`config.mk`:
```
export PLATFORM = sky130hd
export DESIGN_NAME = orcp_cordic_cell
export DESIGN_NICKNAME = d
export VERILOG_FILES = /design/src/rtl/orcp_pkg.sv /design/src/rtl/orcp_cordic_cell.sv
export SDC_FILE = /design/constraint.sdc
export NUM_CORES = 1
export LEC_CHECK = 0
export CAP_MARGIN = 40
export CORE_AREA = 2 2 171 173
export DETAILED_ROUTE_END_ITERATION = 7
export DIE_AREA = 0 0 173 175
export DONT_BUFFER_PORTS = 1
export MAX_ROUTING_LAYER = met4
export PLACE_DENSITY_LB_ADDON = 0.08
export SLEW_MARGIN = 15
export SYNTH_ARGS = -nofsm -noshare
export SYNTH_HDL_FRONTEND = slang
export SYNTH_SLANG_ARGS = --single-unit
```
`constraint.sdc`:
```
create_clock -name i_clk -period 3.2 [get_ports i_clk]
set_input_delay 0.64 -clock i_clk [delete_from_list [all_inputs] [get_ports i_clk]]
set_output_delay 0.64 -clock i_clk [all_outputs]
set_load 0.02 [all_outputs]
```
`src/rtl/orcp_pkg.sv`:
```
// Package: shared types, constants and tables for the orbit rig camera position unit
package orcp_pkg;

    localparam int unsigned CordicStepsDefault = 16;
    localparam int unsigned AtanEntries        = 24;
    localparam logic signed [31:0] GainQ30     = 32'sd652032874;
    localparam logic signed [16:0] PitchOne    = 17'sd16384;

    typedef enum logic [2:0] {
        REG_PIVOT_X   = 3'd0,
        REG_PIVOT_Y   = 3'd1,
        REG_PIVOT_Z   = 3'd2,
        REG_UPPER_H   = 3'd3,
        REG_LOWER_H   = 3'd4,
        REG_UPPER_R   = 3'd5,
        REG_MIDDLE_R  = 3'd6,
        REG_LOWER_R   = 3'd7
    } t_reg_idx;

    typedef struct packed {
        logic        [15:0] yaw_turn;
        logic signed [15:0] pitch_frac;
        logic signed [31:0] player_x;
        logic signed [31:0] player_y;
        logic signed [31:0] player_z;
    } t_in_item;

    typedef struct packed {
        logic signed [31:0] camera_x;
        logic signed [31:0] camera_y;
        logic signed [31:0] camera_z;
    } t_out_item;

    // Data carried along the CORDIC chain alongside the rotation state
    typedef struct packed {
        logic               flip;
        logic signed [16:0] s;
        logic signed [33:0] px;
        logic signed [33:0] py;
        logic signed [33:0] pz;
    } t_side;

    typedef struct packed {
        logic               vld;
        logic signed [32:0] x;
        logic signed [32:0] y;
        logic signed [32:0] z;
        t_side              side;
    } t_cell;

    function automatic logic signed [32:0] atan_lut(input int unsigned i);
        logic signed [32:0] v;
        case (i)
            0:  v = 33'sd536870912;
            1:  v = 33'sd316933406;
            2:  v = 33'sd167458907;
            3:  v = 33'sd85004756;
            4:  v = 33'sd42667331;
            5:  v = 33'sd21354465;
            6:  v = 33'sd10679838;
            7:  v = 33'sd5340245;
            8:  v = 33'sd2670163;
            9:  v = 33'sd1335087;
            10: v = 33'sd667544;
            11: v = 33'sd333772;
            12: v = 33'sd166886;
            13: v = 33'sd83443;
            14: v = 33'sd41722;
            15: v = 33'sd20861;
            16: v = 33'sd10430;
            17: v = 33'sd5215;
            18: v = 33'sd2608;
            19: v = 33'sd1304;
            20: v = 33'sd652;
            21: v = 33'sd326;
            22: v = 33'sd163;
            default: v = 33'sd81;
        endcase
        return v;
    endfunction

endpackage

```
`src/rtl/orcp_cordic_cell.sv`:
```
// One CORDIC micro-rotation cell of the chain
module orcp_cordic_cell #(
    parameter int unsigned STEP = 0
) (
    input  logic             i_clk,
    input  logic             i_rst_n,
    input  logic             i_en,
    input  orcp_pkg::t_cell  i_cell,
    output orcp_pkg::t_cell  o_cell
);
    import orcp_pkg::*;

    localparam logic signed [32:0] Atan = atan_lut(STEP);

    t_cell r_cell;
    t_cell n_cell;

    always_comb begin
        n_cell = i_cell;
        if (i_cell.z >= 0) begin
            n_cell.x = i_cell.x - (i_cell.y >>> STEP);
            n_cell.y = i_cell.y + (i_cell.x >>> STEP);
            n_cell.z = i_cell.z - Atan;
        end else begin
            n_cell.x = i_cell.x + (i_cell.y >>> STEP);
            n_cell.y = i_cell.y - (i_cell.x >>> STEP);
            n_cell.z = i_cell.z + Atan;
        end
    end

    always_ff @(posedge i_clk) begin
        if (!i_rst_n) begin
            r_cell.vld <= 1'b0;
        end else if (i_en) begin
            r_cell.vld <= i_cell.vld;
        end
        if (i_en) begin
            r_cell.x    <= n_cell.x;
            r_cell.y    <= n_cell.y;
            r_cell.z    <= n_cell.z;
            r_cell.side <= n_cell.side;
        end
    end

    assign o_cell = r_cell;
endmodule

```
# Word level (Yosys, flattened, before mapping)
# Index checks and enable logic that the tools add are counted.
# word_totals
mem_bits_ro,0
register_bits,220
n_memories,0
ram_bits,0
latchBits,0
# classes
mul,0
bitwise,0
n_mux,1
n_addsub,5
n_reduce_logical,0
eq_ne,0
n_shift,0
n_lt_le_gt_ge,1
div,0
# op_table
op,n
99-bit two-way mux,1
33-bit subtractor,2
"33-bit by 31-bit adder with 33-bit output, second input constant",1
33-bit adder,1
"33-bit by 1-bit greater-or-equal comparator with 1-bit output, second input constant",1
"33-bit by 31-bit subtractor with 33-bit output, second input constant",1

# Logic depth before layout (Yosys ltp)
# Gate-level depths: netlist of the first run.
# depth
ltp_word,2
mapped_depth,13

# Worst setup path after synthesis of the first run
# OpenSTA, ideal clock, no wires.
# synth_timing
path_kind,input to register
startpoint,input port i_cell[153] (netlist bit)
endpoint,"register r_cell, in the netlist o_cell[210] (data pin)"
arrival_ns,3.028
required_time_ns,2.940
stages,11
setup_time_ns,0.260
setup_slack_ns,-0.088
cell_sequence,ha_1 -> fa_1 -> nor2b_1 -> o311ai_2 -> a21oi_1 -> a221oi_2 -> o31ai_1 -> a2111oi_2 -> nor3_2 -> a21oi_1 -> xnor2_1
# synth_lines
element,line_no,text
start: declaration,orcp_cordic_cell.sv:8,"input orcp_pkg::t_cell i_cell,"
end: declaration,orcp_cordic_cell.sv:15,t_cell r_cell;

==> impl_metrics.tcl, run 1 <==
set metrics [dict create \
    required_ns 3.46 \
    power_density_nw_per_um2 594 \
    drc 0 \
    leakage_nw 6.28 \
    drv_cap 0 \
    clock_latency_ns 0.51 \
    via_count 9744 \
    fp.dieW_um 173 \
    synthArstFlopShare_pct 0 \
    fillers 2576 \
    synth_top_area_share_pct 52.0 \
    crit_path_start_kind "input pin" \
    rrSetupSlack_ns 2.45 \
    die-area_um2 30300 \
    fin_setup_tns_ns 0 \
    numPortBuffers 0 \
    layout_common_cells "218 x edfxtp_1, 193 x buf_4, 119 x a21oi_1" \
    drtIter0Drc 1066 \
    worst_pin_slew_ns 0.624 \
    grt_max_degree 220 \
    synth_nets 1440 \
    period_minus_slack_ns 3.11 \
    final_layout_size_suffix_gt1_share_pct 20.4 \
    ios 443 \
    period_share_pct 97.2 \
    postSynthAreaPerCell_um2 11.4 \
    rsz0062_at_grt "no" \
    gp_congestion 0.969 \
    crit_type "input pin to flip-flop" \
    synth_seq_area_share_pct 52.2 \
    relSlewSlack_pct 58.4 \
    syn_area_um2 12600 \
    clkTransAtPathRegs_ns 0.07 \
    area_growth_syn_to_layout_pct 20.9 \
    final_nets 1614 \
    final_util_pct 53.5 \
    endpoint_kind "flip-flop" \
    yosysTopAreaCell "edfxtp_1" \
    wire_per_inst_um 28.1 \
    dieHeight_um 175 \
    grt_overflow_total 0 \
    drv_slew 0 \
    ys_top_cells_by_area "edfxtp_1 52%, ha_1 11%, a21oi_1 4.8%" \
    arrival_ns 3.37 \
    layout_commonest_cell "edfxtp_1" \
    firstDrtPassIters 5 \
    synthFlopType "edfxtp_1" \
    antenna_found_initial 1 \
    max_freq_mhz 322 \
    cts_root_buf "clkbuf_16" \
    cts_buffers 25 \
    core_um2 28400 \
    cts_max_path_buffers 3 \
    rows 62 \
    crit_fanout 5 \
    cts_max_level 1 \
    largest_reg_flops 219 \
    skew_ns 0 \
    grt_pass1_wl_um 67000 \
    synth_warnings 0 \
    start_util_pct 44.3 \
    cts_tree "yes" \
    status "completed" \
    ant_nets 0 \
    dpl.hpwl_um 37900 \
    viasPerCell 5.80 \
    wl_um 47300 \
    synth_edf_count 218 \
    setup_viol 0 \
    yosysUniqueCellTypes 78 \
    clock-sinks 219 \
    totalPowerFinal_mw 9.03 \
    grt_pass1_vias 9424 \
    peakVddDrop_mv 0.324 \
    synthCells 1106 \
    final_hold_viol_count 0 \
    grtUsageTotal_pct 31.1 \
    post-cts-setup-buffers 0 \
    hold_path_class "input pin to flip-flop" \
    ys_ff_latch 219 \
]
logic make-up (layout without fill, tap and decap cells):
| group | after synthesis | after routing | synth area share, % |
|---|---|---|---|
| AOI/OAI and AO/OA | 328 | 328 | 17.2 |
| and+or+nand+nor | 225 | 225 | 8.47 |
| DFF | 219 | 219 | 52.2 |
| buffers and inverters | 144 | 334 | 5.22 |
| adders and majority gates | 111 | 111 | 11.3 |
| xor gates and xnor gates | 64 | 64 | 4.46 |
| muxes | 15 | 15 | 1.19 |
| other | 0 | 1 | 0 |
path summary, 6_finish.rpt:
| check | to | start | depth (start not counted) |
|---|---|---|---|
| max reg2reg | o_cell[219] | o_cell[219] | 2 |
| min reg2reg | o_cell[219] | o_cell[219] | 2 |
| max | o_cell[183] | i_cell[153] | 12 |
| min | o_cell[11] | i_cell[11] | 0 |
layer usage:
layer  vias up  routed length (µm)  GRT usage, %
met5         -                   0             -
met1      4875               20100          40.6
met2       436               22500          50.1
met3        51                3800          7.40
li1       4382                   -             -
met4         0                 853          5.37
critical path, cell delays in order:
cell and delay, ns:
ha_4 0.14, fa_2 0.35, nor2b_4 0.14, o311ai_4 0.31
a21oi_2 0.15, a221oi_2 0.55, o41a_1 0.31, buf_4 0.16
o41a_1 0.20, o31ai_2 0.09, a21o_1 0.20, xnor2_1 0.11
power by group:
part / total (mW) / switching, mW / internal, mW
Combinational: 1.59 / 0.872 / 0.723
Clock: 3.22 / 1.22 / 2.00
Sequential: 4.21 / 0.640 / 3.57
layout make-up:
cell class	count	area [µm²]	area share (%)
Multi-Input combinational cell	743	5420	35.7
Inverter	98	370	2.44
Clock inverter	17	283	1.86
Sequential cell	219	6570	43.2
Tap cell	384	480	3.16
Antenna cell	1	2.50	0.0165
Timing Repair Buffer	193	1450	9.53
Clock buffer	26	629	4.14
synth_stat cells, types with 5 or more instances:
library cell  count
mux2i_1          15
a21oi_1         121
o21a_1            8
xor2_1           11
nor2b_1          16
a211o_1           5
or2_2             5
nand4_1          10
clkinv_1          7
edfxtp_1        218
nor4_1            9
nand2_1          46
o21bai_1         22
clkbuf_8          5
inv_1            88
nor3_1           16
o31ai_1           5
a2111oi_0         5
nand3_1          14
ha_1            107
a211oi_1         11
clkbuf_1         26
o21ai_1           9
a31oi_1           9
o21ai_0          47
a21o_1           28
a21boi_0          5
o211ai_1          9
nor2_1           86
xnor2_1          53
o31a_1            5
buf_6             7
stage by stage:
stage                     instances  worst slack, ns  instance area, µm²  hold slack, ns
after global routing           1681         0.000669               15200           0.188
after floorplan                1106          -0.0250               12600           0.589
after global placement         1637           -0.563               14300           0.632
after CTS                      1680            0.108               15200           0.186
after detailed placement       1637           -0.521               14300           0.640
final                          1681           0.0909               15200           0.197
what timing repair did:
| item | in CTS | in global routing |
|---|---|---|
| resized for setup | 1 | 1 |
| setup endpoints to repair | 2 | 2 |
| hold buffers | 0 | 0 |
(Power assumes the default switching activity.)
==> run 2, diff against run 1 <==
--- a/config.mk
+++ b/config.mk
@@ -5,10 +5,10 @@
 export SDC_FILE = /design/constraint.sdc
 export NUM_CORES = 1
 export LEC_CHECK = 0
+export ABC_AREA = 1
 export CAP_MARGIN = 40
-export CORE_AREA = 2 2 171 173
+export CORE_UTILIZATION = 45
 export DETAILED_ROUTE_END_ITERATION = 7
-export DIE_AREA = 0 0 173 175
 export DONT_BUFFER_PORTS = 1
 export MAX_ROUTING_LAYER = met4
 export PLACE_DENSITY_LB_ADDON = 0.08
==> run 2 against run 1 <==
Power down 6.6%; routed wire length up 10%; utilization decreased by 4.5 points; critical endpoint is now o_cell[185]; cell count rose by 34%; non-clock buffer count fell by 192; area after synthesis is 16% higher.
==> impl_metrics.tcl, run 2 <==
set metrics [dict create \
    leakage_nw 7.67 \
    relSlewSlack_pct 48.3 \
    holdWs_ns 0.193 \
    period_share_pct 72.8 \
    area_growth_syn_to_layout_pct 6.95 \
    r2r_end "o_cell[219]" \
    drt-met1-wl_um 23200 \
    fp.dieW_um 182 \
    layout_common_cells "639 x nand2_1, 344 x inv_1, 218 x edfxtp_1" \
    synth_seq_area_share_pct 45.1 \
    die-area_um2 33100 \
    drtIter0Drc 1114 \
    met2_length_um 23800 \
    drc 0 \
    core_um2 31700 \
    final_nets 2168 \
    arrival_ns 2.62 \
    worst_pin_slew_ns 0.767 \
    endpoint_kind "flip-flop" \
    final_hold_viol_count 0 \
    viasPerCell 5.32 \
    fillers 3142 \
    clkTransAtPathRegs_ns 0.07 \
    drv_slew 0 \
    synthFlopType "edfxtp_1" \
    synthArstFlopShare_pct 0 \
    start_util_pct 45.9 \
    top_layer "met4" \
    skew_ns 0 \
    rrSetupSlack_ns 2.37 \
    hold_depth 0 \
    synth_edf_count 218 \
    synthTopCellsByCount "639 x nand2_1, 344 x inv_1, 218 x edfxtp_1" \
    required_ns 3.49 \
    hold_path_class "input pin to flip-flop" \
    firstDrtPassIters 5 \
    rows 65 \
    grt_overflow_total 0 \
    dpl.hpwl_um 42100 \
    ys_top_cells_by_area "edfxtp_1 45%, nand2_1 16%, ha_1 9.2%" \
    max_freq_mhz 429 \
    status "completed" \
    wl_met3_um 4310 \
    postSynthAreaPerCell_um2 7.87 \
    cts_tree "yes" \
    crit_type "input pin to flip-flop" \
    via_count 11986 \
    reg2reg_depth 2 \
    clock_latency_ns 0.53 \
    synth_most_common_cell "nand2_1" \
    layout_commonest_cell "nand2_1" \
    r2r-start "o_cell[219]" \
    power_density_nw_per_um2 542 \
    cts_root_buf "clkbuf_16" \
    grt_pass1_wl_um 73900 \
    synth_nets 2184 \
    setup_viol 0 \
    cts_buffers 25 \
    hold_path.startpoint "i_cell[103]" \
    grtUsageTotal_pct 31.6 \
    cts_max_path_buffers 3 \
    post-cts-setup-buffers 0 \
    grt_max_degree 221 \
    ios 443 \
    antenna_found_initial 3 \
    grt_pass1_vias 11092 \
    ant_nets 0 \
    ctsHoldBuffers 0 \
    syn_area_um2 14600 \
    wl_um 52100 \
    rsz0062_at_grt "no" \
    ys_ff_latch 219 \
    yosysUniqueCellTypes 37 \
    drv_cap 0 \
    synth_top_area_share_pct 45.0 \
    synth_warnings 0 \
    min_to "o_cell[103]" \
    dp_slack_ns 0.364 \
    synthCells 1850 \
    peakVddDrop_mv 0.392 \
    clock-sinks 219 \
    fin_setup_tns_ns 0 \
    largest_reg_flops 219 \
    cts_max_level 1 \
    numPortBuffers 0 \
    period_minus_slack_ns 2.33 \
    cts_resized 0 \
    yosysTopAreaCell "edfxtp_1" \
    dieHeight_um 182 \
    finalWorstSetupSlack_ns 0.870 \
    gp_congestion 0.947 \
    final_layout_size_suffix_gt1_share_pct 3.84 \
    crit_path_start_kind "input pin" \
    crit_fanout 11 \
    wire_per_inst_um 23.1 \
]
## run 2: worst max-delay path, stage by stage
cell	delay, ns
inv_1	0.02
ha_1	0.59
o21ai_0	0.39
a21oi_1	0.22
nand2_1	0.17
a21oi_1	0.29
nand3_1	0.14
nand3_1	0.10
nand2_1	0.06
## run 2: cell type report
type / instances / area [µm²] / area share, %
well taps: 402 / 503 / 3.23
flip-flops and latches: 219 / 6570 / 42.2
repair buffers: 1 / 20.0 / 0.129
clock inverters: 14 / 139 / 0.892
clock buffers: 29 / 641 / 4.11
inverters: 349 / 1310 / 8.41
diodes: 2 / 5.00 / 0.0321
multi-input cells: 1238 / 6390 / 41.0
## run 2: per-layer routing
layer / GRT usage [%] / vias up
met5: - / -
met4: 5.45 / 0
met3: 5.11 / 46
met2: 49.6 / 518
met1: 43.7 / 5630
li1: - / 5792
## run 2: logic make-up (layout without fill, tap and decap cells)
family / count (synthesis) / after routing / share of synthesized area, %
other cells: 0 / 2 / 0
flops: 219 / 219 / 45.1
fa+ha+maj: 111 / 111 / 9.75
compound gates: 138 / 138 / 5.15
simple gates: 964 / 964 / 27.5
buf+inv: 393 / 393 / 11.0
xor+xnor: 25 / 25 / 1.50
## run 2: report_power, final
part | internal [mW] | switching, mW | total [mW]
Combinational | 0.448 | 1.05 | 1.50
Clock | 1.60 | 1.21 | 2.81
Sequential | 3.53 | 0.592 | 4.12
Total | 5.58 | 2.85 | 8.43
## run 2: metrics by stage
| step | instance area, µm² | instances | total power, mW | util [%] |
|---|---|---|---|---|
| 6_report | 15600 | 2254 | 8.43 | 49.1 |
| 5_1_grt | 15600 | 2254 | 8.76 | 49.1 |
| 4_1_cts | 15600 | 2252 | 8.47 | 49.1 |
| 3_5_place_dp | 14800 | 2209 | 5.65 | 46.6 |
| 3_3_place_gp | 14800 | 2209 | 5.66 | 46.6 |
| 2_1_floorplan | 14600 | 1850 | 5.11 | - |
## run 2: how the worst max path moves through the flow
stage                      from     endpoint  cells after the start  slack [ns]
detailed placement  i_cell[153]  o_cell[177]                     15        0.36
floorplan           i_cell[153]  o_cell[185]                     15        0.93
global placement    i_cell[153]  o_cell[177]                     15        0.31
finish              i_cell[174]  o_cell[185]                      9        0.87
CTS                 i_cell[186]  o_cell[210]                     15        0.92
global route        i_cell[153]  o_cell[177]                     15        0.73
==> run 3, diff against run 2 <==
==> constraint.sdc (replaced) <==
create_clock -name i_clk -period 2.14 [get_ports i_clk]
set_input_delay 0.428 -clock i_clk [delete_from_list [all_inputs] [get_ports i_clk]]
set_output_delay 0.428 -clock i_clk [all_outputs]
set_load 0.02 [all_outputs]
==> run 3 against run 2 <==
Critical path depth rose by 5; setup slack got worse by 0.66 ns; final area grew 20%; non-clock buffer count up 354; routed wire length grew 7.4%; critical path type unchanged; power is 61% higher; sequential cell count did not move; largest power group unchanged; cell count increased by 16%; clock-buffer cell count up 1; register-to-register slack got worse by 1.1 ns; clock power increased by 56%; combinational power is 100% higher.
==> impl_metrics.tcl, run 3 (synthesis results as in run 2) <==
set metrics [dict create \
    grt_max_degree 216 \
    crit_type "input pin to flip-flop" \
    ant_nets 0 \
    drc 0 \
    ios 443 \
    drtIter0Drc 1215 \
    area_growth_syn_to_layout_pct 28.1 \
    rsz0062_at_grt "no" \
    die-area_um2 33100 \
    hold_path_class "input pin to flip-flop" \
    endpoint_kind "flip-flop" \
    regArea_um2 6570 \
    cts_max_path_buffers 3 \
    dpl.hpwl_um 43500 \
    n_antenna_cell 0 \
    place_inst 2411 \
    p_sw_mw 4.59 \
    core_um2 31700 \
    start_util_pct 45.9 \
    antenna_found_initial 0 \
    period_minus_slack_ns 1.93 \
    fillers 2962 \
    firstDrtPassIters 5 \
    drv_cap 0 \
    grt_overflow_total 0 \
    cts_max_level 1 \
    grt_pass1_vias 13110 \
    status "completed" \
    fin_setup_tns_ns 0 \
    drv_slew 0 \
    grtUsageTotal_pct 34.2 \
    grt_pass1_wl_um 81500 \
    multi_input_area_um2 6390 \
    dieHeight_um 182 \
    viasPerCell 5.19 \
    max_freq_mhz 518 \
    clkTransAtPathRegs_ns 0.06 \
    clock-sinks 219 \
    fp.dieW_um 182 \
    cts_root_buf "clkbuf_16" \
    layout_common_cells "639 x nand2_1, 344 x inv_1, 218 x edfxtp_1" \
    power_density_nw_per_um2 727 \
    required_ns 2.44 \
    via_count 13547 \
    wire_per_inst_um 21.4 \
    cts_buffers 25 \
    relSlewSlack_pct 44.2 \
    arrival_ns 2.23 \
    leakage_nw 9.29 \
    post-cts-setup-buffers 0 \
    peakVddDrop_mv 0.612 \
    final_nets 2522 \
    seqPwrFrac_pct 45.5 \
    wl_um 55900 \
    rows 65 \
    clock_latency_ns 0.54 \
    p_sw_share_pct 33.8 \
    final_layout_size_suffix_gt1_share_pct 12.6 \
    gp_congestion 0.958 \
    period_share_pct 90.2 \
    final_hold_viol_count 0 \
    clkPwrFrac_pct 32.3 \
    cts_tree "yes" \
    p_int_mw 8.97 \
    p_comb_share_pct 22.2 \
    setup_viol 0 \
    final_cells 2609 \
    cts_resized 0 \
    skew_ns 0 \
    largest_reg_flops 219 \
    crit_path_start_kind "input pin" \
    worst_pin_slew_ns 0.834 \
    crit_fanout 7 \
    numPortBuffers 0 \
    layout_commonest_cell "nand2_1" \
]
-- run 3: changes by cell type in the layout (fill, tap and decap cells not counted) --
cell and delta:
clkbuf_1 +1, diode_2 -2, buf_4 +201, clkinv_1 -2, clkinv_4 -1, clkinvlp_4 +1
inv_8 +3, buf_12 +1, inv_6 +1, dlygate4sd3_1 +152
-- run 3: timing repair --
action | CTS | global route
endpoints found under the setup margin | 0 | 0
hold endpoints to repair | 155 | 14
hold buffers | 151 | 1
-- run 3: final timing paths --
| check | start | to | slack [ns] | depth (start not counted) |
|---|---|---|---|---|
| setup reg to reg | o_cell[219] | o_cell[219] | 1.28 | 2 |
| hold reg to reg | o_cell[219] | o_cell[219] | 0.69 | 2 |
| hold / removal | i_en | o_cell[21] | 0.02 | 0 |
| setup / recovery | i_cell[167] | o_cell[217] | 0.21 | 14 |
-- run 3: metrics by stage --
stage / setup WS (ns) / utilization (%) / power, mW / cell area [µm²] / hold slack, ns
floorplan: 0.0776 / - / 7.64 / 14600 / 0.521
global placement: -0.335 / 51.4 / 8.95 / 16300 / 0.527
detailed placement: -0.311 / 51.4 / 8.94 / 16300 / 0.527
CTS: 0.236 / 58.8 / 13.5 / 18600 / 0.00155
global route: 0.0476 / 58.8 / 14.1 / 18700 / 0.00410
finish: 0.210 / 58.8 / 13.6 / 18700 / 0.0198
-- run 3: area by class of cell --
| type | count | share of cell area, % |
|---|---|---|
| Sequential cell | 219 | 35.2 |
| Multi-Input combinational cell | 1238 | 34.2 |
| Timing Repair Buffer | 355 | 16.5 |
| Inverter | 349 | 7.02 |
| Clock buffer | 30 | 3.45 |
| Tap cell | 402 | 2.70 |
| Clock inverter | 16 | 0.926 |
-- run 3: power by group through the flow --
stage	Clock, mW	Combinational, mW	Sequential, mW
after CTS	4.39	2.95	6.17
final	4.38	3.01	6.17
after floorplan	0	1.65	5.99
after global routing	4.59	3.32	6.17
after global placement	0	2.69	6.26
after detailed placement	0	2.70	6.24
-- run 3: layer usage --
layer  share of wire, %  wire length, µm  track usage [%]
met5                  0                0                -
met4                2.7             1510             8.81
met3                7.7             4320             4.61
met2                 46            25500             54.0
met1                 44            24600             46.4
-- run 3: worst max-delay path, stage by stage --
cell and delay [ns]:
inv_1 0.03, ha_1 0.45, buf_4 0.18, inv_1 0.05, nand2_1 0.07, nand2_1 0.08
inv_1 0.06, nand2_1 0.11, a21oi_1 0.18, nand2_1 0.19, nand2_1 0.13, nand3_1 0.09
nand3_1 0.10, nand2_1 0.06
